### src/hw/rtl/calendar_date_counter_unit_macros.svh
// Assertion macros for the calendar date counter.
// Included by the top level; expects a clock named clk and a reset named rst.
`ifndef CALENDAR_DATE_COUNTER_UNIT_MACROS_SVH
`define CALENDAR_DATE_COUNTER_UNIT_MACROS_SVH

// Same-cycle implication, checked outside reset.
`define CDC_ASSERT_NOW(lbl, ante, cons, msg) \
  lbl: assert property (@(posedge clk) disable iff (rst) (ante) |-> (cons)) else $error(msg);

// Next-cycle implication, checked outside reset.
`define CDC_ASSERT_NEXT(lbl, ante, cons, msg) \
  lbl: assert property (@(posedge clk) disable iff (rst) (ante) |=> (cons)) else $error(msg);

`endif

### src/hw/rtl/cdc_pkg.sv
// Package for the calendar date counter: op codes, sequencer states,
// month length and leap year helpers. No dependencies.
`default_nettype none

package cdc_pkg;

  localparam logic [2:0] OP_LOAD    = 3'd0;
  localparam logic [2:0] OP_CHECK   = 3'd1;
  localparam logic [2:0] OP_INC     = 3'd2;
  localparam logic [2:0] OP_DEC     = 3'd3;
  localparam logic [2:0] OP_ADVANCE = 3'd4;

  localparam logic [4:0]  RST_DAY   = 5'd1;
  localparam logic [3:0]  RST_MONTH = 4'd1;
  localparam logic [15:0] RST_YEAR  = 16'd2000;
  localparam logic        RST_LEAP  = 1'b1;

  localparam logic [3:0] MONTH_FEB = 4'd2;
  localparam logic [3:0] MONTH_DEC = 4'd12;
  localparam logic [4:0] DAYS_LONG = 5'd31;

  // x divisible by 25 iff (x * inverse of 25 mod 2^16) mod 2^16 <= floor((2^16-1)/25)
  localparam logic [15:0] INV25     = 16'd23593;
  localparam logic [15:0] DIV25_LIM = 16'd2621;

  typedef enum logic [2:0] {
    ST_IDLE,
    ST_LEAP_IN,
    ST_CHECK,
    ST_STEP,
    ST_RELEAP,
    ST_DONE
  } state_t;

  function automatic logic leap_year(input logic [15:0] y);
    logic [31:0] prod;
    logic        div25;
    prod  = 32'(y) * 32'(INV25);
    div25 = (prod[15:0] <= DIV25_LIM);
    // divisible by 4 and not 100, or by 400 (= 16 and 25)
    return ((y[1:0] == 2'd0) && !div25) || ((y[3:0] == 4'd0) && div25);
  endfunction

  function automatic logic [4:0] month_len(input logic [3:0] m, input logic leap);
    logic [4:0] len;
    case (m)
      MONTH_FEB:                        len = leap ? 5'd29 : 5'd28;
      4'd4, 4'd6, 4'd9, 4'd11:          len = 5'd30;
      default:                          len = DAYS_LONG;
    endcase
    return len;
  endfunction

endpackage

`default_nettype wire

### src/hw/rtl/calendar_date_counter_unit.sv
// Gregorian calendar date counter: sequencer, date registers and shared leap unit.
// Depends on cdc_pkg and calendar_date_counter_unit_macros.svh.
//
// Usage:
//   Input channel in_valid/in_stall carries op, in_day, in_month, in_year,
//   step_count; a beat is taken when in_valid is high and in_stall low.
//   Output channel out_valid/out_stall carries out_day, out_month, out_year,
//   date_valid; one result beat for every input beat, in order.
//   One item is in work at a time; in_stall is high from acceptance until the
//   result is written to the output register. The output register lets the
//   next beat be accepted while a result still waits downstream.
//   Load and check pass ST_LEAP_IN, ST_CHECK and ST_DONE; increment and
//   decrement take one ST_STEP, plus ST_RELEAP when the year rolls over;
//   advance by n takes n ST_STEP, plus one ST_RELEAP per year boundary
//   crossed; advance by zero goes straight to ST_DONE. in_stall drops in
//   the same cycle that out_valid is loaded. The single day-step unit handles
//   one day per cycle, but after each year change it waits in ST_RELEAP on the
//   shared leap unit (one 16-bit multiply by the inverse of 25).
//   If out_stall holds a result, a finished item waits in its last state.
//   Reset (rst, synchronous) stores 1 January 2000 and empties the output.
`default_nettype none
`include "calendar_date_counter_unit_macros.svh"

module calendar_date_counter_unit (
  input  wire logic        clk,
  input  wire logic        rst,
  input  wire logic        in_valid,
  output logic             in_stall,
  input  wire logic [2:0]  op,
  input  wire logic [4:0]  in_day,
  input  wire logic [3:0]  in_month,
  input  wire logic [15:0] in_year,
  input  wire logic [15:0] step_count,
  output logic             out_valid,
  input  wire logic        out_stall,
  output logic [4:0]       out_day,
  output logic [3:0]       out_month,
  output logic [15:0]      out_year,
  output logic             date_valid
);

  cdc_pkg::state_t state, state_next;

  logic [2:0]  op_q;
  logic [4:0]  day_q;
  logic [3:0]  month_q;
  logic [15:0] year_q;
  logic [15:0] count, count_next;
  logic        valid_q, valid_q_next;
  logic        leap_q;

  logic [4:0]  cur_day, cur_day_next;
  logic [3:0]  cur_month, cur_month_next;
  logic [15:0] cur_year, cur_year_next;
  logic        cur_leap, cur_leap_next;

  logic        out_valid_next;
  logic        accept;
  logic        emit;
  logic [15:0] leap_year_sel;
  logic        leap_res;
  logic        in_date_ok;
  logic        year_chg;
  logic [15:0] count_dec;
  logic [3:0]  month_prev;

  assign accept    = in_valid && !in_stall;
  assign in_stall  = (state != cdc_pkg::ST_IDLE);
  assign emit      = (state == cdc_pkg::ST_DONE) && (!out_valid || !out_stall);
  assign count_dec = count - 16'd1;
  assign month_prev = cur_month - 4'd1;

  // shared leap unit
  assign leap_year_sel = (state == cdc_pkg::ST_LEAP_IN) ? year_q : cur_year;
  assign leap_res      = cdc_pkg::leap_year(leap_year_sel);

  assign in_date_ok = (month_q inside {[4'd1:4'd12]}) && (day_q != 5'd0) &&
                      (day_q <= cdc_pkg::month_len(month_q, leap_q));

  always_comb begin
    state_next     = state;
    count_next     = count;
    valid_q_next   = valid_q;
    cur_day_next   = cur_day;
    cur_month_next = cur_month;
    cur_year_next  = cur_year;
    cur_leap_next  = cur_leap;
    year_chg       = 1'b0;
    out_valid_next = out_valid && out_stall;

    case (state)
      cdc_pkg::ST_IDLE: begin
        if (accept) begin
          valid_q_next = 1'b1;
          count_next   = (op == cdc_pkg::OP_ADVANCE) ? step_count : 16'd1;
          case (op)
            cdc_pkg::OP_LOAD, cdc_pkg::OP_CHECK: state_next = cdc_pkg::ST_LEAP_IN;
            cdc_pkg::OP_INC, cdc_pkg::OP_DEC:    state_next = cdc_pkg::ST_STEP;
            cdc_pkg::OP_ADVANCE: begin
              state_next = (step_count == 16'd0) ? cdc_pkg::ST_DONE : cdc_pkg::ST_STEP;
            end
            default:                             state_next = cdc_pkg::ST_DONE;
          endcase
        end
      end
      cdc_pkg::ST_LEAP_IN: begin
        state_next = cdc_pkg::ST_CHECK;
      end
      cdc_pkg::ST_CHECK: begin
        valid_q_next = in_date_ok;
        if (in_date_ok && (op_q == cdc_pkg::OP_LOAD)) begin
          cur_day_next   = day_q;
          cur_month_next = month_q;
          cur_year_next  = year_q;
          cur_leap_next  = leap_q;
        end
        state_next = cdc_pkg::ST_DONE;
      end
      cdc_pkg::ST_STEP: begin
        if (op_q == cdc_pkg::OP_DEC) begin
          if (cur_day > 5'd1) begin
            cur_day_next = cur_day - 5'd1;
          end else if (cur_month > 4'd1) begin
            cur_month_next = month_prev;
            cur_day_next   = cdc_pkg::month_len(month_prev, cur_leap);
          end else begin
            cur_month_next = cdc_pkg::MONTH_DEC;
            cur_day_next   = cdc_pkg::DAYS_LONG;
            cur_year_next  = cur_year - 16'd1;
            year_chg       = 1'b1;
          end
        end else begin
          if (cur_day < cdc_pkg::month_len(cur_month, cur_leap)) begin
            cur_day_next = cur_day + 5'd1;
          end else begin
            cur_day_next = 5'd1;
            if (cur_month < cdc_pkg::MONTH_DEC) begin
              cur_month_next = cur_month + 4'd1;
            end else begin
              cur_month_next = 4'd1;
              cur_year_next  = cur_year + 16'd1;
              year_chg       = 1'b1;
            end
          end
        end
        count_next = count_dec;
        if (year_chg) begin
          state_next = cdc_pkg::ST_RELEAP;
        end else if (count_dec != 16'd0) begin
          state_next = cdc_pkg::ST_STEP;
        end else begin
          state_next = cdc_pkg::ST_DONE;
        end
      end
      cdc_pkg::ST_RELEAP: begin
        cur_leap_next = leap_res;
        state_next    = (count != 16'd0) ? cdc_pkg::ST_STEP : cdc_pkg::ST_DONE;
      end
      cdc_pkg::ST_DONE: begin
        if (emit) begin
          out_valid_next = 1'b1;
          state_next     = cdc_pkg::ST_IDLE;
        end
      end
      default: begin
        state_next = cdc_pkg::ST_IDLE;
      end
    endcase
  end

  always_ff @(posedge clk) begin
    if (rst) begin
      state     <= cdc_pkg::ST_IDLE;
      out_valid <= 1'b0;
      cur_day   <= cdc_pkg::RST_DAY;
      cur_month <= cdc_pkg::RST_MONTH;
      cur_year  <= cdc_pkg::RST_YEAR;
      cur_leap  <= cdc_pkg::RST_LEAP;
    end else begin
      state     <= state_next;
      out_valid <= out_valid_next;
      cur_day   <= cur_day_next;
      cur_month <= cur_month_next;
      cur_year  <= cur_year_next;
      cur_leap  <= cur_leap_next;
    end
  end

  // payload registers
  always_ff @(posedge clk) begin
    if (accept) begin
      op_q    <= op;
      day_q   <= in_day;
      month_q <= in_month;
      year_q  <= in_year;
    end
    count   <= count_next;
    valid_q <= valid_q_next;
    leap_q  <= leap_res;
    if (emit) begin
      out_day    <= cur_day;
      out_month  <= cur_month;
      out_year   <= cur_year;
      date_valid <= valid_q;
    end
  end

  // stored date is always a real date
  `CDC_ASSERT_NOW(a_cur_date_sane, 1'b1,
    (cur_month >= 4'd1) && (cur_month <= 4'd12) && (cur_day >= 5'd1) &&
    (cur_day <= cdc_pkg::month_len(cur_month, cur_leap)), "stored date out of range")
  // leap flag tracks the stored year whenever idle
  `CDC_ASSERT_NOW(a_leap_tracks, state == cdc_pkg::ST_IDLE,
    cur_leap == cdc_pkg::leap_year(cur_year), "leap flag stale")
  // advance by zero goes straight to the result
  `CDC_ASSERT_NEXT(a_adv_zero, accept && (op == cdc_pkg::OP_ADVANCE) && (step_count == 16'd0),
    state == cdc_pkg::ST_DONE, "advance by zero did not finish at once")

endmodule

`default_nettype wire

### config.mk
export PLATFORM = sky130hd
export DESIGN_NAME = calendar_date_counter_unit
export DESIGN_NICKNAME = d
export VERILOG_FILES = /design/src/hw/rtl/cdc_pkg.sv /design/src/hw/rtl/calendar_date_counter_unit.sv
export VERILOG_INCLUDE_DIRS = /design/src /design/src/hw/rtl
export SDC_FILE = /design/constraint.sdc
export NUM_CORES = 1
export LEC_CHECK = 0
export ABC_AREA = 1
export BUFFER_PORTS_ARGS = -buffer_cell sky130_fd_sc_hd__buf_4
export CAP_MARGIN = 15
export CELL_PAD_IN_SITES_DETAIL_PLACEMENT = 1
export CELL_PAD_IN_SITES_GLOBAL_PLACEMENT = 2
export CORE_ASPECT_RATIO = 0.6
export CORE_UTILIZATION = 40
export CTS_BUF_LIST = sky130_fd_sc_hd__clkbuf_8
export DETAILED_ROUTE_END_ITERATION = 8
export PLACE_DENSITY = 0.94
export SYNTH_ARGS = -nofsm -noshare
export SYNTH_HDL_FRONTEND = slang
export SYNTH_SLANG_ARGS = --single-unit
### constraint.sdc
create_clock -name clk -period 14 [get_ports clk]
set_input_delay 2.8 -clock clk [delete_from_list [all_inputs] [get_ports clk]]
set_output_delay 2.8 -clock clk [all_outputs]
set_load 0.02 [all_outputs]
Word level (Yosys, flattened, before mapping)
Cells that the tools add are included.
- flip-flop bits (word level): 102
- input bits: 48
- output and inout bits: 28
- word-level logic and storage cells: 157
- add/sub/neg operators: 7
- multiply operators: 1
- $lt $le $gt $ge: 8
- equal/unequal tests: 32
- multiplexer cells: 51
- reductions and logical operators: 41
- operators with widths (operator ; count):
    2-to-1 mux 16 bit ; 9
    one-hot mux 16 bit (2 select lines) ; 2
    2-to-1 mux 5 bit ; 7
    nonzero test 16 bit ; 2
    subtractor 16 x 1 -> 16 bit (second input constant) ; 2
    == test 4 x 3 -> 1 bit (second input constant) ; 6
    == test 4 bit (second input constant) ; 6
    2-to-1 mux 4 bit ; 6
    2-to-1 mux 3 bit ; 6
    one-hot mux 3 bit (6 select lines) ; 1
    adder 16 x 1 -> 16 bit (second input constant) ; 1
    less-or-equal comparator 16 x 12 -> 1 bit (second input constant) ; 1
    logical NOT 16 bit ; 1
    multiplier 16 x 15 -> 16 bit (second input constant) ; 1
    == test 3 x 2 -> 1 bit (second input constant) ; 5
    == test 4 x 2 -> 1 bit (second input constant) ; 3
    2-to-1 mux 1 bit ; 12
    inequality test 3 bit (second input constant) ; 4
    one-hot mux 2 bit (2 select lines) ; 3
    OR reduction 4 bit ; 3
    one-hot mux 5 bit (2 select lines) ; 1
    AND reduction 2 bit ; 5
    == test 3 bit (second input constant) ; 3
    logical AND 1 bit ; 9
    27 further kinds ; 41

Depth between registers and ports, before layout
- depth in word-level cells: 11
- gate-level depth with buffers: 34
- gate-level depth less buffers: 32

Worst setup path before layout
OpenSTA, ideal clock, no wires.
- kind: register to register
- start: register state[1]
- end: register cur_leap
- setup time: 0.116 ns
- data arrival time: 4.916 ns
- required time: 13.884 ns
- setup slack: 8.969 ns
- stages on the path, launching flop included: 29
- path buffers: 2
- clock period less this slack: 5.031 ns
- path through: dfxtp_1 > inv_2 > nand3_2 > buf_6 > clkbuf_1 > o21ai_0 > ha_1 > inv_1 > fa_1 > inv_1 > ha_1 > inv_1 > fa_1 > inv_1 > fa_1 > ha_1 > ha_1 > nand2_1 > inv_1 > a221oi_1 > nand2_1 > nand2_1 > nand3_1 > nor2_1 > nand2_1 > nand2_1 > nand2_1 > nand2_1 > nand2_1
- cells in the longest elaborated chain, start to end: 8
- elaborated cells on any way between the ends: 16
- those cells by class: 1 x mul; 1 x order compare; 4 x eq/ne; 2 x mux; 8 x reduce/logical
- RTL lines (item ; line ; text):
    start, declared ; calendar_date_counter_unit.sv:42 ; cdc_pkg::state_t state, state_next;
    start signal, assigned ; calendar_date_counter_unit.sv:173 ; state <= cdc_pkg::ST_IDLE;
    start signal, assigned ; calendar_date_counter_unit.sv:180 ; state <= state_next;
    == test 3 x 1 -> 1 bit ; calendar_date_counter_unit.sv:74 ; assign leap_year_sel = (state == cdc_pkg::ST_LEAP_IN) ? year_q : cur_year;
    2-to-1 mux 16 bit ; calendar_date_counter_unit.sv:74 ;
    multiplier 16 x 15 -> 16 bit ; cdc_pkg.sv:38 ; prod = 32'(y) * 32'(INV25);
    less-or-equal comparator 16 x 12 -> 1 bit ; cdc_pkg.sv:39 ; div25 = (prod[15:0] <= DIV25_LIM);
    logical NOT 1 bit ; cdc_pkg.sv:41 ; return ((y[1:0] == 2'd0) && !div25) || ((y[3:0] == 4'd0) && div25);
    logical AND 1 bit ; cdc_pkg.sv:41 ;
    logical OR 1 bit ; cdc_pkg.sv:41 ;
    one-hot mux 1 bit (2 select lines) ; calendar_date_counter_unit.sv:91 ; case (state)
    end signal, assigned ; calendar_date_counter_unit.sv:178 ; cur_leap <= cdc_pkg::RST_LEAP;
    end signal, assigned ; calendar_date_counter_unit.sv:185 ; cur_leap <= cur_leap_next;
    end, declared ; calendar_date_counter_unit.sv:55 ; logic cur_leap, cur_leap_next;
Several ways; a longest one is shown, not always the timed one.
A chain may end at the register's enable or synchronous reset.

Worst setup path after layout
- start: register state[2]
- end: register cur_leap
The elaborated chain is that of the path after synthesis.

==> metrics.md <==
| Metric | Value |
|---|---|
| # rows | `39` |
| Layout Cells excl Fill | `1,268` |
| TNS Setup | `0 ns` |
| Post-Syn Nets | `1,105` |
| Clock Tree Buf Depth | `2` |
| Starting density of the core | `40.9%` |
| Sequential fraction of the synthesis area | `35.5%` |
| Layout cells sized above 1 | `11.4%` |
| CORE AREA | `19,000 um2` |
| Post-CTS Setup Repair Bufs | `0` |
| Avg Synthesized Cell Area | `8.18 um2` |
| P&R area growth vs syn | `13.4%` |
| Largest net degree at the start of global routing | `40` |
| Final net count | `1,174` |
| Startpoint Class | `flip-flop` |
| Final hold vios | `0` |
| Crit-path max FO | `34` |
| ANT cells | `0` |
| Async S/R FF share, synth | `0%` |
| Clock slew at reported path FFs | `0.11 ns` |
| First-pass GRT wire length | `35,900 um` |
| Port buffer count | `75` |
| Synth area leaders | `edfxtp_1 27%, ha_1 15%, nand2_1 10%` |
| DR iter-0 viols | `351` |
| Clk sink count | `102` |
| Hold Crit Class | `reg -> reg` |
| Top Ports | `76` |
| RSZ-0062 raised after global routing | `false` |
| Antenna viol nets, final | `0` |
| Worst Setup End Kind | `flip-flop` |
| Rel. slew slack | `29.0%` |
| Total Wirelength | `22,400 um` |
| Die area | `20,000 um2` |
| Largest area contributor in the netlist | `edfxtp_1` |
| DRC Markers | `0` |
| Final worst path period share | `42.4%` |
| Min Tclk post-route | `5.94 ns` |
| Via density | `5.26` |
| Yosys top cell area share | `27.5%` |
| Setup-failing EPs final | `0` |
| CTS Root Cell | `clkbuf_8` |
| Worst Tran Pin Value | `1.06 ns` |
| CTS Hold Buffers Added | `0` |
| Initial antenna violation count | `0` |
| Clock buffer count from CTS | `9` |
| Routed WL per cell | `17.7 um` |
| GRT Util Overall | `23.6%` |
| Vias in the first global route | `6,677` |
| Max Slew Vio Count | `0` |
| WS Path Type | `reg -> reg` |
| Most used flip-flop cell after synthesis | `edfxtp_1` |
| Status | `finished, final reports clean` |
| CP Data Required Time | `14.31 ns` |
| DP HPWL | `17,900 um` |
| RePlAce Congestion | `0.879` |
| Peak Freq | `168 MHz` |
| CTS tree | `done` |
| EDFF count, synth | `71` |
| Commonest non-fill, non-tap cell in the layout | `nand2_1` |
| Most frequent cells in the layout | `210 x nand2_1, 151 x inv_1, 90 x ha_1, 77 x buf_4, 71 x edfxtp_1` |
| Vias | `6,664` |
| Number of max-cap violations | `0` |
| Clk_lat worst skew | `0.41 ns` |
| Synth unique cells | `48` |
| Die Y | `110 um` |
| CTS H-tree depth | `3` |
| YS warnings | `0` |
| Arrival time worst endpoint | `6.25 ns` |
| Die width | `182 um` |
| Skew final | `0.0145 ns` |
| PostCTS Resize Cnt | `0` |
| Flops & latches, synth | `102` |
| Congestion Overflow GR | `0` |
| Drt pass-1 iters | `5` |
| Synthesized area | `7750 um2` |
| DP Cell Count | `1,252` |
| Synth Instances | `948` |
[kinds of logic (layout without fill, tap and decap cells)]
| logic type | count (synthesis) | after routing | share of synthesized area, % |
|---|---|---|---|
| xor+xnor | 35 | 35 | 3.95 |
| buf+inv | 177 | 251 | 8.97 |
| fa+ha+maj | 109 | 109 | 19.4 |
| flops | 102 | 102 | 35.5 |
| simple gates | 369 | 369 | 20.7 |
| compound gates | 156 | 156 | 11.5 |
[synth_stat cells (all sizes together), types with 2 or more instances]
cell	count
a211oi	6
clkbuf	8
or2	4
a21oi	48
ha	90
o221ai	2
o21ai	67
edfxtp	71
xnor2	14
nand2	212
nand3	53
o22ai	7
nand3b	7
xor2	21
o211ai	7
a22o	2
nor3b	2
dfxtp	31
buf	11
nor2	59
fa	19
nand4	9
a31oi	4
nor3	18
nor4	4
o31ai	2
a21o	2
inv	158
o2111ai	3
[worst max-delay path, stage by stage (launching register included)]
cell	delay, ns
dfxtp_1	0.40
inv_2	0.21
nand3_2	0.51
o21ai_0	0.54
inv_1	0.21
ha_1	0.34
ha_1	0.17
inv_1	0.07
fa_1	0.44
fa_1	0.55
inv_1	0.06
fa_1	0.47
ha_1	0.31
ha_1	0.35
nand2_1	0.08
inv_1	0.05
a221oi_1	0.36
nand2_1	0.09
nand2_1	0.07
nand3_1	0.07
nor2_1	0.17
nand2_1	0.07
nand2_1	0.07
nand2_1	0.06
nand2_1	0.07
nand2_1	0.05
[flip-flops by register name (all words and copies together) (netlist names)]
register and cells:
out_valid 1, out_month 4, cur_year 16, out_year 16
month_q 4, cur_leap 1, valid_q 1, out_day 5
date_valid 1, state 3, cur_day 5, op_q 3
year_q 16, day_q 5, cur_month 4, leap_q 1
count 16
[final cells by class]
type | count | area (um2)
inverter | 158 | 593
multi-input combinational | 669 | 4340
tap | 246 | 308
timing repair buffer | 77 | 578
clock buffer | 9 | 124
sequential | 102 | 2750
fill | 2326 | 10200
clock inverter | 7 | 103
[worst paths after layout]
| check | cells past startpoint | slack [ns] | endpoint | start |
|---|---|---|---|---|
| max reg2reg | 25 | 8.06 | cur_leap | state[2] |
| min | 0 | 0.44 | date_valid | valid_q |
| max | 25 | 8.06 | cur_leap | state[2] |
| min reg2reg | 0 | 0.44 | date_valid | valid_q |
[metal layers]
layer / track usage [%] / vias to the layer above / wire, um / part of all wire [%]
met2: 35.7 / 138 / 9330 / 42
li1: - / 3294 / - / -
met5: 0 / - / 0 / 0
met4: 5.39 / 0 / 217 / 0.97
met3: 4.37 / 22 / 983 / 4.4
met1: 34.8 / 3210 / 11800 / 53
[through the flow]
step | utilization, % | cell area (um2) | setup slack [ns] | hold WS [ns]
2_1_floorplan | - | 7750 | 8.97 | 0.400
3_3_place_gp | 45.1 | 8570 | 8.35 | 0.415
3_5_place_dp | 45.1 | 8570 | 8.08 | 0.421
4_1_cts | 46.3 | 8790 | 8.05 | 0.448
5_1_grt | 46.3 | 8790 | 7.61 | 0.457
6_report | 46.3 | 8790 | 8.06 | 0.445
Power is not shown: default switching activity piles up to over one toggle a cycle in this logic, so the estimate is an artifact.
